$ cat src/design/max_heap_priority_queue_top_defines.svh
// Assertion macros shared by the priority queue RTL
`ifndef MAX_HEAP_PRIORITY_QUEUE_TOP_DEFINES_SVH
`define MAX_HEAP_PRIORITY_QUEUE_TOP_DEFINES_SVH

// checked while out of reset
`define MHPQ_ASSERT(lbl, prop, msg) \
  lbl: assert property (@(posedge clk_i) disable iff (!rst_ni) prop) else $error(msg);

// checked at every edge, reset included
`define MHPQ_ASSERT_ALWAYS(lbl, prop, msg) \
  lbl: assert property (@(posedge clk_i) prop) else $error(msg);

`endif

$ cat src/design/mhpq_pkg.sv
// Types and codes of the max-heap priority queue
`default_nettype none
package mhpq_pkg;

  localparam int unsigned KeyW   = 32;
  localparam int unsigned OpW    = 3;
  localparam int unsigned StW    = 3;
  localparam int unsigned IdxW   = 6;
  localparam int unsigned CountW = 7;

  typedef enum logic [OpW-1:0] {
    OP_APPEND  = 3'd0,
    OP_BUILD   = 3'd1,
    OP_INSERT  = 3'd2,
    OP_EXTRACT = 3'd3,
    OP_INCR    = 3'd4
  } op_e;

  typedef enum logic [StW-1:0] {
    ST_OK        = 3'd0,
    ST_UNDERFLOW = 3'd1,
    ST_SMALLER   = 3'd2,
    ST_FULL      = 3'd3,
    ST_RANGE     = 3'd4
  } status_e;

  typedef enum logic [3:0] {
    S_IDLE,
    S_UP_RD,
    S_UP_CMP,
    S_INC_CMP,
    S_LD,
    S_DN_RDL,
    S_DN_RDR,
    S_DN_CMP,
    S_FIN
  } state_e;

  localparam logic signed [KeyW-1:0] KeyNone = -32'sd1;

endpackage
`default_nettype wire

$ cat src/design/mhpq_in_if.sv
// Operation channel of the priority queue
`default_nettype none
interface mhpq_in_if;
  logic                               valid;
  logic                               ready;
  logic [mhpq_pkg::OpW-1:0]           op;
  logic signed [mhpq_pkg::KeyW-1:0]   key;
  logic [mhpq_pkg::IdxW-1:0]          index;

  modport source (output valid, op, key, index, input ready);
  modport sink (input valid, op, key, index, output ready);
endinterface
`default_nettype wire

$ cat src/design/mhpq_out_if.sv
// Result channel of the priority queue
`default_nettype none
interface mhpq_out_if;
  logic                               valid;
  logic                               ready;
  logic signed [mhpq_pkg::KeyW-1:0]   value;
  logic [mhpq_pkg::StW-1:0]           status;
  logic [mhpq_pkg::CountW-1:0]        count;
  logic signed [mhpq_pkg::KeyW-1:0]   top;

  modport source (output valid, value, status, count, top, input ready);
  modport sink (input valid, value, status, count, top, output ready);
endinterface
`default_nettype wire

$ cat src/design/mhpq_ram.sv
// Generic single-write, single-read RAM with registered read data
`default_nettype none
module mhpq_ram #(
  parameter int unsigned Width = 32,
  parameter int unsigned Depth = 64
) (
  input  wire logic                     clk_i,
  input  wire logic                     we_i,
  input  wire logic [$clog2(Depth)-1:0] waddr_i,
  input  wire logic [Width-1:0]         wdata_i,
  input  wire logic [$clog2(Depth)-1:0] raddr_i,
  output      logic [Width-1:0]         rdata_o
);

  logic [Width-1:0] mem [Depth];

  always_ff @(posedge clk_i) begin
    if (we_i) begin
      mem[waddr_i] <= wdata_i;
    end
    rdata_o <= mem[raddr_i];
  end

endmodule
`default_nettype wire

$ cat src/design/max_heap_priority_queue_top.sv
// Top level of the max-heap priority queue
//
// channel | dir | handshake   | payload
// in_i    | in  | valid/ready | op, key, index
// out_o   | out | valid/ready | value, status, count, top
//
// One operation at a time; in_i.ready is high only while the sequencer is idle.
// Append and rejected operations go straight to S_FIN; sift-up passes through
// S_UP_RD, S_UP_CMP a level, sift-down S_DN_RDL, S_DN_RDR, S_DN_CMP a level, both
// set by the single read port of the heap RAM. Build sifts down each inner node.
// Reset empties the queue at once; RAM contents stay undefined until written.
// A finished result waits in the output register; the next operation is taken
// while it waits, and only its own result stalls behind it.
`default_nettype none
`include "max_heap_priority_queue_top_defines.svh"
module max_heap_priority_queue_top #(
  parameter int unsigned CAPACITY = 64
) (
  input  wire logic  clk_i,
  input  wire logic  rst_ni,
  mhpq_in_if.sink    in_i,
  mhpq_out_if.source out_o
);

  localparam int unsigned AW = (CAPACITY > 1) ? $clog2(CAPACITY) : 1;
  localparam int unsigned CW = $clog2(CAPACITY + 1);
  localparam int unsigned EW = AW + 2;
  localparam int unsigned MW = CW + mhpq_pkg::IdxW;
  localparam int unsigned KW = mhpq_pkg::KeyW;

  mhpq_pkg::state_e          state_q, state_d;
  logic [CW-1:0]             cnt_q, cnt_d;
  logic [AW-1:0]             pos_q, pos_d;
  logic [AW-1:0]             bi_q, bi_d;
  logic                      bld_q, bld_d;
  logic signed [KW-1:0]      cur_q, cur_d;
  logic signed [KW-1:0]      lval_q, lval_d;
  logic signed [KW-1:0]      top_q, top_d;
  logic signed [KW-1:0]      val_q, val_d;
  mhpq_pkg::status_e         st_q, st_d;

  logic                      ov_q, ov_d;
  logic signed [KW-1:0]      ovalue_q, ovalue_d;
  logic [mhpq_pkg::StW-1:0]  ostat_q, ostat_d;
  logic [mhpq_pkg::CountW-1:0] ocnt_q, ocnt_d;
  logic signed [KW-1:0]      otop_q, otop_d;

  logic                      ram_we;
  logic [AW-1:0]             ram_waddr, ram_raddr;
  logic signed [KW-1:0]      ram_wdata, rdata;

  logic                      accept, full, empty, idx_ok, l_ok, r_ok, big_r, swap_dn;
  logic                      out_free, dn_more, up_go;
  logic [EW-1:0]             l_e, r_e, cnt_e;
  logic [AW-1:0]             parent, b_pos, bi_first;
  logic signed [KW-1:0]      b_val;
  mhpq_pkg::op_e             op;

  mhpq_ram #(.Width(KW), .Depth(CAPACITY)) u_ram (
    .clk_i  (clk_i),
    .we_i   (ram_we),
    .waddr_i(ram_waddr),
    .wdata_i(ram_wdata),
    .raddr_i(ram_raddr),
    .rdata_o(rdata)
  );

  assign op       = mhpq_pkg::op_e'(in_i.op);
  assign in_i.ready = (state_q == mhpq_pkg::S_IDLE);
  assign accept   = in_i.valid && in_i.ready;
  assign full     = (cnt_q == CW'(CAPACITY));
  assign empty    = (cnt_q == '0);
  assign idx_ok   = MW'(in_i.index) < MW'(cnt_q);
  assign cnt_e    = EW'(cnt_q);
  assign l_e      = {1'b0, pos_q, 1'b1};
  assign r_e      = l_e + EW'(1);
  assign l_ok     = l_e < cnt_e;
  assign r_ok     = r_e < cnt_e;
  assign parent   = AW'((pos_q - AW'(1)) >> 1);
  assign big_r    = r_ok && (rdata > lval_q);
  assign b_val    = big_r ? rdata : lval_q;
  assign b_pos    = big_r ? AW'(r_e) : AW'(l_e);
  assign swap_dn  = b_val > cur_q;
  assign bi_first = AW'((cnt_q >> 1) - CW'(1));
  assign dn_more  = bld_q && (bi_q != '0);
  assign up_go    = rdata < cur_q;
  assign out_free = !ov_q || out_o.ready;

  always_comb begin
    state_d = state_q;
    unique case (state_q)
      mhpq_pkg::S_IDLE: begin
        if (accept) begin
          state_d = mhpq_pkg::S_FIN;
          case (op)
            mhpq_pkg::OP_INSERT:  if (!full) state_d = mhpq_pkg::S_UP_RD;
            mhpq_pkg::OP_INCR:    if (idx_ok) state_d = mhpq_pkg::S_INC_CMP;
            mhpq_pkg::OP_EXTRACT: if (cnt_q > CW'(1)) state_d = mhpq_pkg::S_LD;
            mhpq_pkg::OP_BUILD:   if (cnt_q > CW'(1)) state_d = mhpq_pkg::S_LD;
            default: ;
          endcase
        end
      end
      mhpq_pkg::S_UP_RD:   state_d = (pos_q == '0) ? mhpq_pkg::S_FIN : mhpq_pkg::S_UP_CMP;
      mhpq_pkg::S_UP_CMP:  state_d = up_go ? mhpq_pkg::S_UP_RD : mhpq_pkg::S_FIN;
      mhpq_pkg::S_INC_CMP: state_d = (cur_q < rdata) ? mhpq_pkg::S_FIN : mhpq_pkg::S_UP_RD;
      mhpq_pkg::S_LD:      state_d = mhpq_pkg::S_DN_RDL;
      mhpq_pkg::S_DN_RDL: begin
        if (l_ok) begin
          state_d = mhpq_pkg::S_DN_RDR;
        end else begin
          state_d = dn_more ? mhpq_pkg::S_LD : mhpq_pkg::S_FIN;
        end
      end
      mhpq_pkg::S_DN_RDR:  state_d = mhpq_pkg::S_DN_CMP;
      mhpq_pkg::S_DN_CMP: begin
        if (swap_dn) begin
          state_d = mhpq_pkg::S_DN_RDL;
        end else begin
          state_d = dn_more ? mhpq_pkg::S_LD : mhpq_pkg::S_FIN;
        end
      end
      mhpq_pkg::S_FIN:     if (out_free) state_d = mhpq_pkg::S_IDLE;
      default:             state_d = mhpq_pkg::S_IDLE;
    endcase
  end

  always_comb begin
    cnt_d     = cnt_q;
    pos_d     = pos_q;
    bi_d      = bi_q;
    bld_d     = bld_q;
    cur_d     = cur_q;
    lval_d    = lval_q;
    val_d     = val_q;
    st_d      = st_q;
    ov_d      = ov_q;
    ovalue_d  = ovalue_q;
    ostat_d   = ostat_q;
    ocnt_d    = ocnt_q;
    otop_d    = otop_q;
    ram_we    = 1'b0;
    ram_waddr = pos_q;
    ram_wdata = cur_q;
    ram_raddr = pos_q;

    if (ov_q && out_o.ready) begin
      ov_d = 1'b0;
    end

    unique case (state_q)
      mhpq_pkg::S_IDLE: begin
        if (accept) begin
          val_d = '0;
          st_d  = mhpq_pkg::ST_OK;
          cur_d = in_i.key;
          bld_d = 1'b0;
          case (op)
            mhpq_pkg::OP_APPEND: begin
              if (full) begin
                st_d = mhpq_pkg::ST_FULL;
              end else begin
                ram_we    = 1'b1;
                ram_waddr = AW'(cnt_q);
                ram_wdata = in_i.key;
                cnt_d     = cnt_q + CW'(1);
              end
            end
            mhpq_pkg::OP_INSERT: begin
              if (full) begin
                st_d = mhpq_pkg::ST_FULL;
              end else begin
                pos_d = AW'(cnt_q);
                cnt_d = cnt_q + CW'(1);
              end
            end
            mhpq_pkg::OP_EXTRACT: begin
              if (empty) begin
                st_d  = mhpq_pkg::ST_UNDERFLOW;
                val_d = mhpq_pkg::KeyNone;
              end else begin
                val_d     = top_q;
                cnt_d     = cnt_q - CW'(1);
                pos_d     = '0;
                ram_raddr = AW'(cnt_q - CW'(1));
              end
            end
            mhpq_pkg::OP_BUILD: begin
              bld_d     = 1'b1;
              bi_d      = bi_first;
              pos_d     = bi_first;
              ram_raddr = bi_first;
            end
            mhpq_pkg::OP_INCR: begin
              if (!idx_ok) begin
                st_d = mhpq_pkg::ST_RANGE;
              end else begin
                pos_d     = AW'(in_i.index);
                ram_raddr = AW'(in_i.index);
              end
            end
            default: ;
          endcase
        end
      end
      mhpq_pkg::S_UP_RD: begin
        if (pos_q == '0) begin
          ram_we = 1'b1;
        end else begin
          ram_raddr = parent;
        end
      end
      mhpq_pkg::S_UP_CMP: begin
        ram_we = 1'b1;
        if (up_go) begin
          ram_wdata = rdata;
          pos_d     = parent;
        end
      end
      mhpq_pkg::S_INC_CMP: begin
        if (cur_q < rdata) begin
          st_d = mhpq_pkg::ST_SMALLER;
        end
      end
      mhpq_pkg::S_LD: begin
        cur_d = rdata;
      end
      mhpq_pkg::S_DN_RDL: begin
        if (l_ok) begin
          ram_raddr = AW'(l_e);
        end else begin
          ram_we = 1'b1;
          if (dn_more) begin
            bi_d      = bi_q - AW'(1);
            pos_d     = bi_q - AW'(1);
            ram_raddr = bi_q - AW'(1);
          end
        end
      end
      mhpq_pkg::S_DN_RDR: begin
        lval_d    = rdata;
        ram_raddr = AW'(r_e);
      end
      mhpq_pkg::S_DN_CMP: begin
        ram_we = 1'b1;
        if (swap_dn) begin
          ram_wdata = b_val;
          pos_d     = b_pos;
        end else if (dn_more) begin
          bi_d      = bi_q - AW'(1);
          pos_d     = bi_q - AW'(1);
          ram_raddr = bi_q - AW'(1);
        end
      end
      mhpq_pkg::S_FIN: begin
        if (out_free) begin
          ov_d     = 1'b1;
          ovalue_d = val_q;
          ostat_d  = st_q;
          ocnt_d   = mhpq_pkg::CountW'(cnt_q);
          otop_d   = empty ? '0 : top_q;
        end
      end
      default: ;
    endcase
  end

  assign top_d = (ram_we && (ram_waddr == '0)) ? ram_wdata : top_q;

  always_ff @(posedge clk_i or negedge rst_ni) begin
    if (!rst_ni) begin
      state_q <= mhpq_pkg::S_IDLE;
      cnt_q   <= '0;
      bld_q   <= 1'b0;
      ov_q    <= 1'b0;
    end else begin
      state_q <= state_d;
      cnt_q   <= cnt_d;
      bld_q   <= bld_d;
      ov_q    <= ov_d;
    end
  end

  always_ff @(posedge clk_i) begin
    pos_q    <= pos_d;
    bi_q     <= bi_d;
    cur_q    <= cur_d;
    lval_q   <= lval_d;
    top_q    <= top_d;
    val_q    <= val_d;
    st_q     <= st_d;
    ovalue_q <= ovalue_d;
    ostat_q  <= ostat_d;
    ocnt_q   <= ocnt_d;
    otop_q   <= otop_d;
  end

  assign out_o.valid  = ov_q;
  assign out_o.value  = ovalue_q;
  assign out_o.status = ostat_q;
  assign out_o.count  = ocnt_q;
  assign out_o.top    = otop_q;

  `MHPQ_ASSERT_ALWAYS(a_cnt_bound, cnt_q <= CW'(CAPACITY), "entry count above capacity")
  `MHPQ_ASSERT(a_busy_after_take, accept |=> state_q != mhpq_pkg::S_IDLE, "operation lost")
  `MHPQ_ASSERT(a_wr_in_range, (ram_we && state_q != mhpq_pkg::S_IDLE) |-> (CW'(ram_waddr) < cnt_q), "heap write beyond count")
  `MHPQ_ASSERT(a_underflow_val, (ov_q && ostat_q == mhpq_pkg::ST_UNDERFLOW) |-> (ovalue_q == mhpq_pkg::KeyNone), "underflow without minus one")

endmodule
`default_nettype wire

$ cat src/flat_wrapper.sv
// flat-port wrapper written by rule: the top's interface ports become plain ports
module max_heap_priority_queue_top_flat 
#(
  parameter int unsigned CAPACITY = 64
)
  (clk_i, rst_ni, in_i_valid, in_i_op, in_i_key, in_i_index, in_i_ready, out_o_valid, out_o_value, out_o_status, out_o_count, out_o_top, out_o_ready);
  mhpq_in_if in_i_i ();
  mhpq_out_if out_o_i ();
  input  wire logic clk_i;
  input  wire logic rst_ni;
  input wire logic [$bits(in_i_i.valid)-1:0] in_i_valid;
  input wire logic [$bits(in_i_i.op)-1:0] in_i_op;
  input wire logic [$bits(in_i_i.key)-1:0] in_i_key;
  input wire logic [$bits(in_i_i.index)-1:0] in_i_index;
  output wire logic [$bits(in_i_i.ready)-1:0] in_i_ready;
  output wire logic [$bits(out_o_i.valid)-1:0] out_o_valid;
  output wire logic [$bits(out_o_i.value)-1:0] out_o_value;
  output wire logic [$bits(out_o_i.status)-1:0] out_o_status;
  output wire logic [$bits(out_o_i.count)-1:0] out_o_count;
  output wire logic [$bits(out_o_i.top)-1:0] out_o_top;
  input wire logic [$bits(out_o_i.ready)-1:0] out_o_ready;
  assign in_i_i.valid = in_i_valid;
  assign in_i_i.op = in_i_op;
  assign in_i_i.key = in_i_key;
  assign in_i_i.index = in_i_index;
  assign in_i_ready = in_i_i.ready;
  assign out_o_valid = out_o_i.valid;
  assign out_o_value = out_o_i.value;
  assign out_o_status = out_o_i.status;
  assign out_o_count = out_o_i.count;
  assign out_o_top = out_o_i.top;
  assign out_o_i.ready = out_o_ready;
  max_heap_priority_queue_top #(.CAPACITY(CAPACITY)) u_core (.clk_i(clk_i), .rst_ni(rst_ni), .in_i(in_i_i), .out_o(out_o_i));
endmodule
$ cat config.mk
export PLATFORM = sky130hd
export DESIGN_NAME = max_heap_priority_queue_top_flat
export DESIGN_NICKNAME = d
export VERILOG_FILES = /design/src/design/mhpq_pkg.sv /design/src/design/mhpq_in_if.sv /design/src/design/mhpq_out_if.sv /design/src/design/mhpq_ram.sv /design/src/design/max_heap_priority_queue_top.sv /design/src/flat_wrapper.sv
export VERILOG_INCLUDE_DIRS = /design/src /design/src/design
export SDC_FILE = /design/constraint.sdc
export NUM_CORES = 2
export LEC_CHECK = 0
export BUFFER_PORTS_ARGS = -buffer_cell sky130_fd_sc_hd__buf_2
export CAP_MARGIN = 10
export CORE_MARGIN = 3
export CORE_UTILIZATION = 45
export CTS_CLUSTER_DIAMETER = 40
export DETAILED_ROUTE_END_ITERATION = 7
export GPL_TIMING_DRIVEN = 0
export PLACE_DENSITY = 0.6
export SLEW_MARGIN = 20
export SYNTH_ARGS = -nofsm -noshare
export SYNTH_HDL_FRONTEND = slang
export SYNTH_HIERARCHICAL = 1
export SYNTH_SLANG_ARGS = --single-unit
$ cat constraint.sdc
create_clock -name clk_i -period 8.9 [get_ports clk_i]
set_clock_uncertainty 0.2 [all_clocks]
set_input_delay 0.89 -clock clk_i [delete_from_list [all_inputs] [get_ports clk_i]]
set_output_delay 0.89 -clock clk_i [all_outputs]
set_load 0.005 [all_outputs]
Word level (Yosys, flattened, before mapping)
Memory sizes are Yosys's and may differ from the RTL's. A register that Yosys moved wholly into a read port is not among the register bits.
Index checks and enable logic that the tools add are counted.
{ "classes": {"addsub": 6, "magnitude_cmp": 8, "eq_ne": 24, "n_mux": 72, "n_reduce_logical": 29} }
{ "ops": {"columns": ["op", "n"], "rows": [
  ["$mux W32", 8],
  ["$mux W6", 22],
  ["$pmux W32 S3", 1],
  ["$gt A32 B32 Y1", 2],
  ["$lt A32 B32 Y1", 2],
  ["$pmux W32 S2", 1],
  ["$pmux W6 S4", 2],
  ["$mux W4", 11],
  ["$pmux W4 S9", 1],
  ["$pmux W6 S3", 2],
  ["$pmux W6 S5", 1],
  ["$sub A6 B1 Y6 const B", 3],
  ["$eq A4 B3 Y1 const B", 4],
  ["$mux W7", 2],
  ["$pmux W7 S2", 1],
  ["$logic_not A6 Y1", 2],
  ["$mux W1", 12],
  ["$ne A2 B2 Y1 const B", 6],
  ["$pmux W4 S3", 1],
  ["$reduce_and A5 Y1", 2],
  ["$mux W3", 3],
  ["$pmux W3 S3", 1],
  ["$add A7 B1 Y8 const B", 1],
  ["$eq A4 B2 Y1 const B", 2],
  ["other kinds (32)", 46]
]} }
{ "word_totals": {"regBits": 230, "mem_bits_rw": 2048, "inputBits": 45, "output_inout_bits": 76, "wordCells": 155, "mem_count": 1} }
{ "memory_table": {"columns": ["memory", "depth", "word_bits", "read_ports", "rd_ports_with_merged_regs", "write_ports", "line_no", "source"], "rows": [
  ["u_core.u_ram.mem", 64, 32, 1, 1, 1, "mhpq_ram.sv:15", "logic [Width-1:0] mem [Depth];"]
]} }

Depth between registers and ports, before layout
{ "logic_depth": {"ltp_word": 7, "ltp_mapped": 32} }

Cells and area by module
The synthesis kept the hierarchy.
{ "by_module_without_submodules": {"columns": ["mod", "instances", "cells_each", "area_per_inst_um2"], "rows": [
  ["mhpq_ram", 1, 3511, 79039.6],
  ["max_heap_priority_queue_top", 1, 1513, 15127.0]
]} }

Worst setup path before layout
Ideal clock, no wire load.
{ "synth_timing": {"kind": "register to register", "start": "register u_core.pos_q[2]", "end": "register u_core.u_ram.rdata_o[13], read port of u_core.u_ram.mem", "setup_ps": 115, "arrival_ps": 6261, "required_time_ps": 8585, "slack_ps": 2324, "stages_incl_launch_ff": 30, "period_less_slack_ps": 6576, "path_cell_list": "edfxtp_1 > clkbuf_1 > inv_1 > nor3_1 > xor2_1 > ha_1 > o21ai_0 > a21oi_1 > o21ai_1 > nor4bb_1 > o21a_1 > buf_6 > buf_6 > mux2i_1 > ha_1 > a21oi_1 > a21boi_0 > a2111oi_2 > a31oi_2 > a2111oi_4 > or3_1 > a311oi_1 > nor2_1 > buf_6 > buf_6 > buf_2 > mux4_2 > a22oi_1 > nand3_1 > and3_1"} }
{ "synth_via": {"elab_chain_len": 7, "word_cells_on_any_way": 17, "cone_classes": "2 x add/sub; 3 x order compare; 10 x mux; 2 x reduce/logical"} }
{ "synth_rtl": {"columns": ["element", "line_no", "source"], "rows": [
  ["start: declaration", "max_heap_priority_queue_top.sv:33", "logic [AW-1:0] pos_q, pos_d;"],
  ["start signal: assignment", "max_heap_priority_queue_top.sv:285", "pos_q <= pos_d;"],
  ["$add A7 B1 Y8", "max_heap_priority_queue_top.sv:76", "assign r_e = l_e + EW'(1);"],
  ["$lt A8 B7 Y1", "max_heap_priority_queue_top.sv:78", "assign r_ok = r_e < cnt_e;"],
  ["$logic_and A1 B1 Y1", "max_heap_priority_queue_top.sv:80", "assign big_r = r_ok && (rdata > lval_q);"],
  ["$mux W32", "max_heap_priority_queue_top.sv:81", "assign b_val = big_r ? rdata : lval_q;"],
  ["$gt A32 B32 Y1", "max_heap_priority_queue_top.sv:83", "assign swap_dn = b_val > cur_q;"],
  ["$mux W6", "max_heap_priority_queue_top.sv:246", "if (swap_dn) begin"],
  ["$pmux W6 S5 (*)", "max_heap_priority_queue_top.sv:151", "unique case (state_q)"],
  ["via u_core.ram_raddr[0]", "max_heap_priority_queue_top.sv:49", "logic [AW-1:0] ram_waddr, ram_raddr;"],
  ["end: declaration", "mhpq_ram.sv:12", "output logic [Width-1:0] rdata_o"]
]} }
The timed path passes the listed nets; every way through them passes the cells marked *.
A chain may end at the register's enable or synchronous reset.

Worst setup path after layout
{ "layout_timing": {"start": "register u_core.pos_q[0]", "end": "register u_core.u_ram.rdata_o[9], read port of u_core.u_ram.mem"} }
The elaborated chain is that of the path after synthesis.

==> results_dict.tcl <==
set metrics [dict create \
    fin_crit_sh_pct 98.0 \
    drt_pass1_iterations 8 \
    relSlewSlack_pct 24.9 \
    arrival_ns 9.32 \
    crit_fanout 11 \
    gp_congestion 0.918 \
    dieArea_um2 215000 \
    yosysSeqAreaShare_pct 73.3 \
    synthesis.area_um2 94200 \
    dr.first_iter.drc_count 7761 \
    routed_wl_mm 293 \
    numPortBuffers 120 \
    wl_per_cell_um 33.8 \
    h-tree-depth 5 \
    maxCapViolations 0 \
    clock.fmax_mhz 115 \
    ys_async_sr_fraction_pct 0.563 \
    worstSetupPathType "reg2reg" \
    yosysUniqueCellTypes 91 \
    syn_avg_cell_area_um2 18.7 \
    synth_top_cell_by_area "edfxtp_1" \
    row_count 167 \
    final.setup.tns_ns 0 \
    area_growth_pct 20.6 \
    clk_latency_ns 0.95 \
    final_cells 8678 \
    synth_flop_cell "edfxtp_1" \
    grt_start_max_net_pins 61 \
    end_kind "register" \
    core_area_um2 207000 \
    ios 121 \
    required_ns 9.50 \
    via_count 54200 \
    cts_tree "done" \
    critPathMaxStageDelay_ns 0.49 \
    path_clk_slew_ns 0.06 \
    maxSlewViolCount 0 \
    cts.sinks 2310 \
    ant_nets 0 \
    gr-usage-all-layers_pct 27.0 \
    synth-edff-count 2265 \
    start_util_pct 45.4 \
    worstSetupStartpointType "register" \
    hold_ws_ns 0.119 \
    synth-seq-cells 2310 \
    grt_pass1_wl_mm 410 \
    fp.dieH_um 463 \
    hold_path.class "in2reg" \
    period_minus_slack_ns 8.72 \
    fin_nets 5796 \
    setup_viol 0 \
    slowest_stage "o21ai_0" \
    synth.net_count 5192 \
    drcViolationCount 0 \
    synth_top_area_share_pct 72.2 \
    drive_gt1_share_pct 28.8 \
    clock_path_buffers 4 \
    crit_path_frequent_cell "buf_6" \
    synthCells 5024 \
    cts-root-buf "clkbuf_16" \
    status "finished, final reports clean" \
    cts_made_buffers 335 \
    tightestPinTransition_ns 1.12 \
    cp_num_buf_inv 8 \
    dp_hpwl_mm 201 \
    dp.cells 8070 \
    gr-total-overflow 0 \
    grt_pass1_vias 52800 \
    critPathTopFamily "compound AO/OA/AOI/OAI gates" \
    ys_top_cells_by_area "edfxtp_1 (72%), mux4_2 (11%), mux2i_1 (2.5%), ha_1 (1.6%), a22oi_1 (1.0%)" \
    yosysWarningCount 6 \
    hold_viol_final 0 \
    die_w_um 463 \
    grt_antenna_before_repair 19 \
    vias_per_cell 6.24 \
]
-- layer usage --
metal	vias to the layer above	wire, um	track usage [%]
met5	-	16	0
met2	3315	136000	42.1
li1	21900	-	-
met3	637	30000	6.16
met1	28300	114000	36.9
met4	2	13500	11.3
-- cell families after synthesis --
kind of cell | Yosys count | synth area share [%]
fa+ha+maj | 123 | 1.63
buf+inv | 417 | 2.32
xor+xnor | 26 | 0.242
simple gates | 718 | 3.72
flops | 2310 | 73.3
compound gates | 719 | 5.30
mux | 711 | 13.5
-- worst reg2reg max path, delay by kind of cell, from the launching register on --
family | cells | cell delay, ns
compound gates | 13 | 3.05
fa+ha+maj | 3 | 1.07
simple gates | 3 | 1.02
mux | 2 | 0.51
buf+inv | 8 | 2.41
flops | 1 | 0.38
-- Yosys cell counts, types with 7 or more instances --
cell	number
a2111o_1	33
a211o_1	10
a211oi_1	27
a21o_1	20
a21oi_1	164
a221oi_1	7
a22o_1	15
a22oi_1	129
a311o_1	13
a31oi_1	28
and2_1	40
and3_1	45
and4_1	7
buf_1	13
buf_2	61
buf_4	33
buf_6	41
clkbuf_1	133
dfrtp_1	13
dfxtp_1	32
edfxtp_1	2265
ha_1	123
inv_1	124
mux2_2	34
mux2i_1	231
mux4_2	446
nand2_1	160
nand2b_1	18
nand3_1	99
nand3b_1	9
nand4_1	28
nor2_1	214
nor2b_1	26
nor3_1	22
nor4_1	8
o211a_1	7
o211ai_1	22
o21ai_0	100
o221ai_1	22
o22a_1	14
o22ai_1	46
or2_2	12
or3_1	7
xnor2_1	19
xor2_1	7
-- stage by stage --
stage / utilization [%] / cell area (um^2) / worst slack (ns)
after floorplan: - / 94200 / 2.32
after global placement: 47.4 / 98300 / -2.74
after detailed placement: 49.1 / 102000 / -2.56
after CTS: 54.6 / 113000 / 0.00307
after global routing: 54.7 / 114000 / -0.0103
final: 54.7 / 114000 / 0.175
-- path summary, 6_finish.rpt --
check                                               startpoint                               end  slack [ns]  cells after the start
max in group asynchronous                               rst_ni     u_core/state_q[3]$_DFFE_PN0P_        7.94                      2
worst min-delay path                              in_i_key[24]        u_core/cur_q[24]$_DFFE_PP_        0.12                      2
worst min register to register  u_core/val_q[10]$_SDFFCE_PN0P_  u_core/out_o.value[10]$_DFFE_PP_        0.20                      0
min in group asynchronous                               rst_ni     u_core/state_q[1]$_DFFE_PN0P_        0.24                      2
worst max-delay path                 u_core/pos_q[0]$_DFFE_PP_   u_core/u_ram/rdata_o[9]$_DFF_P_        0.18                     29
worst max register to register       u_core/pos_q[0]$_DFFE_PP_   u_core/u_ram/rdata_o[9]$_DFF_P_        0.18                     29
-- cell type report --
| type | instances | area [um^2] |
|---|---|---|
| Antenna cell | 10 | 25.0 |
| Buffer | 287 | 1920 |
| Clock buffer | 368 | 8580 |
| Clock inverter | 221 | 2390 |
| Fill cell | 15800 | 93900 |
| Inverter | 127 | 485 |
| Multi-Input combinational cell | 2297 | 23900 |
| Sequential cell | 2310 | 69000 |
| Tap cell | 2788 | 3490 |
| Timing Repair Buffer | 270 | 3770 |
-- placed cells by master, fill, tap and decap left out, types with 28 or more instances in the layout --
master	n
edfxtp_1	2265
nor2_1	145
inv_6	41
clkinv_1	32
clkinv_2	30
mux2i_1	227
nand4_1	28
clkbuf_16	338
inv_1	121
ha_1	122
o21ai_0	89
a2111o_2	31
mux2_2	34
mux4_2	446
bufinv_16	34
buf_12	92
nand3_1	95
buf_2	154
a21oi_1	156
nor2_4	66
dfxtp_1	32
o22ai_1	43
clkbuf_1	107
buf_4	57
and2_1	38
and3_1	37
nand2_1	148
clkbuf_2	40
a22oi_1	126
clkinvlp_4	49
buf_6	50
buf_16	45
a31oi_1	28
-- registers in the layout (all words and copies together), names as in the netlist --
signal and cells:
u_core/state_q 4, u_core/u_ram/rdata_o 32, u_core/u_ram/mem 2048, u_core/pos_q 6, u_core/cur_q 32, u_core/bld_q 1
u_core/val_q 32, u_core/out_o.valid 1, u_core/out_o.status 3, u_core/out_o.value 32, u_core/out_o.top 32, u_core/bi_q 6
u_core/out_o.count 7, u_core/cnt_q 7, u_core/top_q 32, u_core/st_q 3, u_core/lval_q 32
-- repair_timing --
action                                  in CTS  in global routing
hold buffers                                 2                  0
endpoints found under the setup margin      32                 32
pin swaps                                    3                  4
gates resized for setup                    127                112
buffers inserted                             3                  7
endpoints found under the hold margin       14                  0
Power is not shown: default switching activity piles up to over one toggle a cycle in this logic, so the estimate is an artifact.
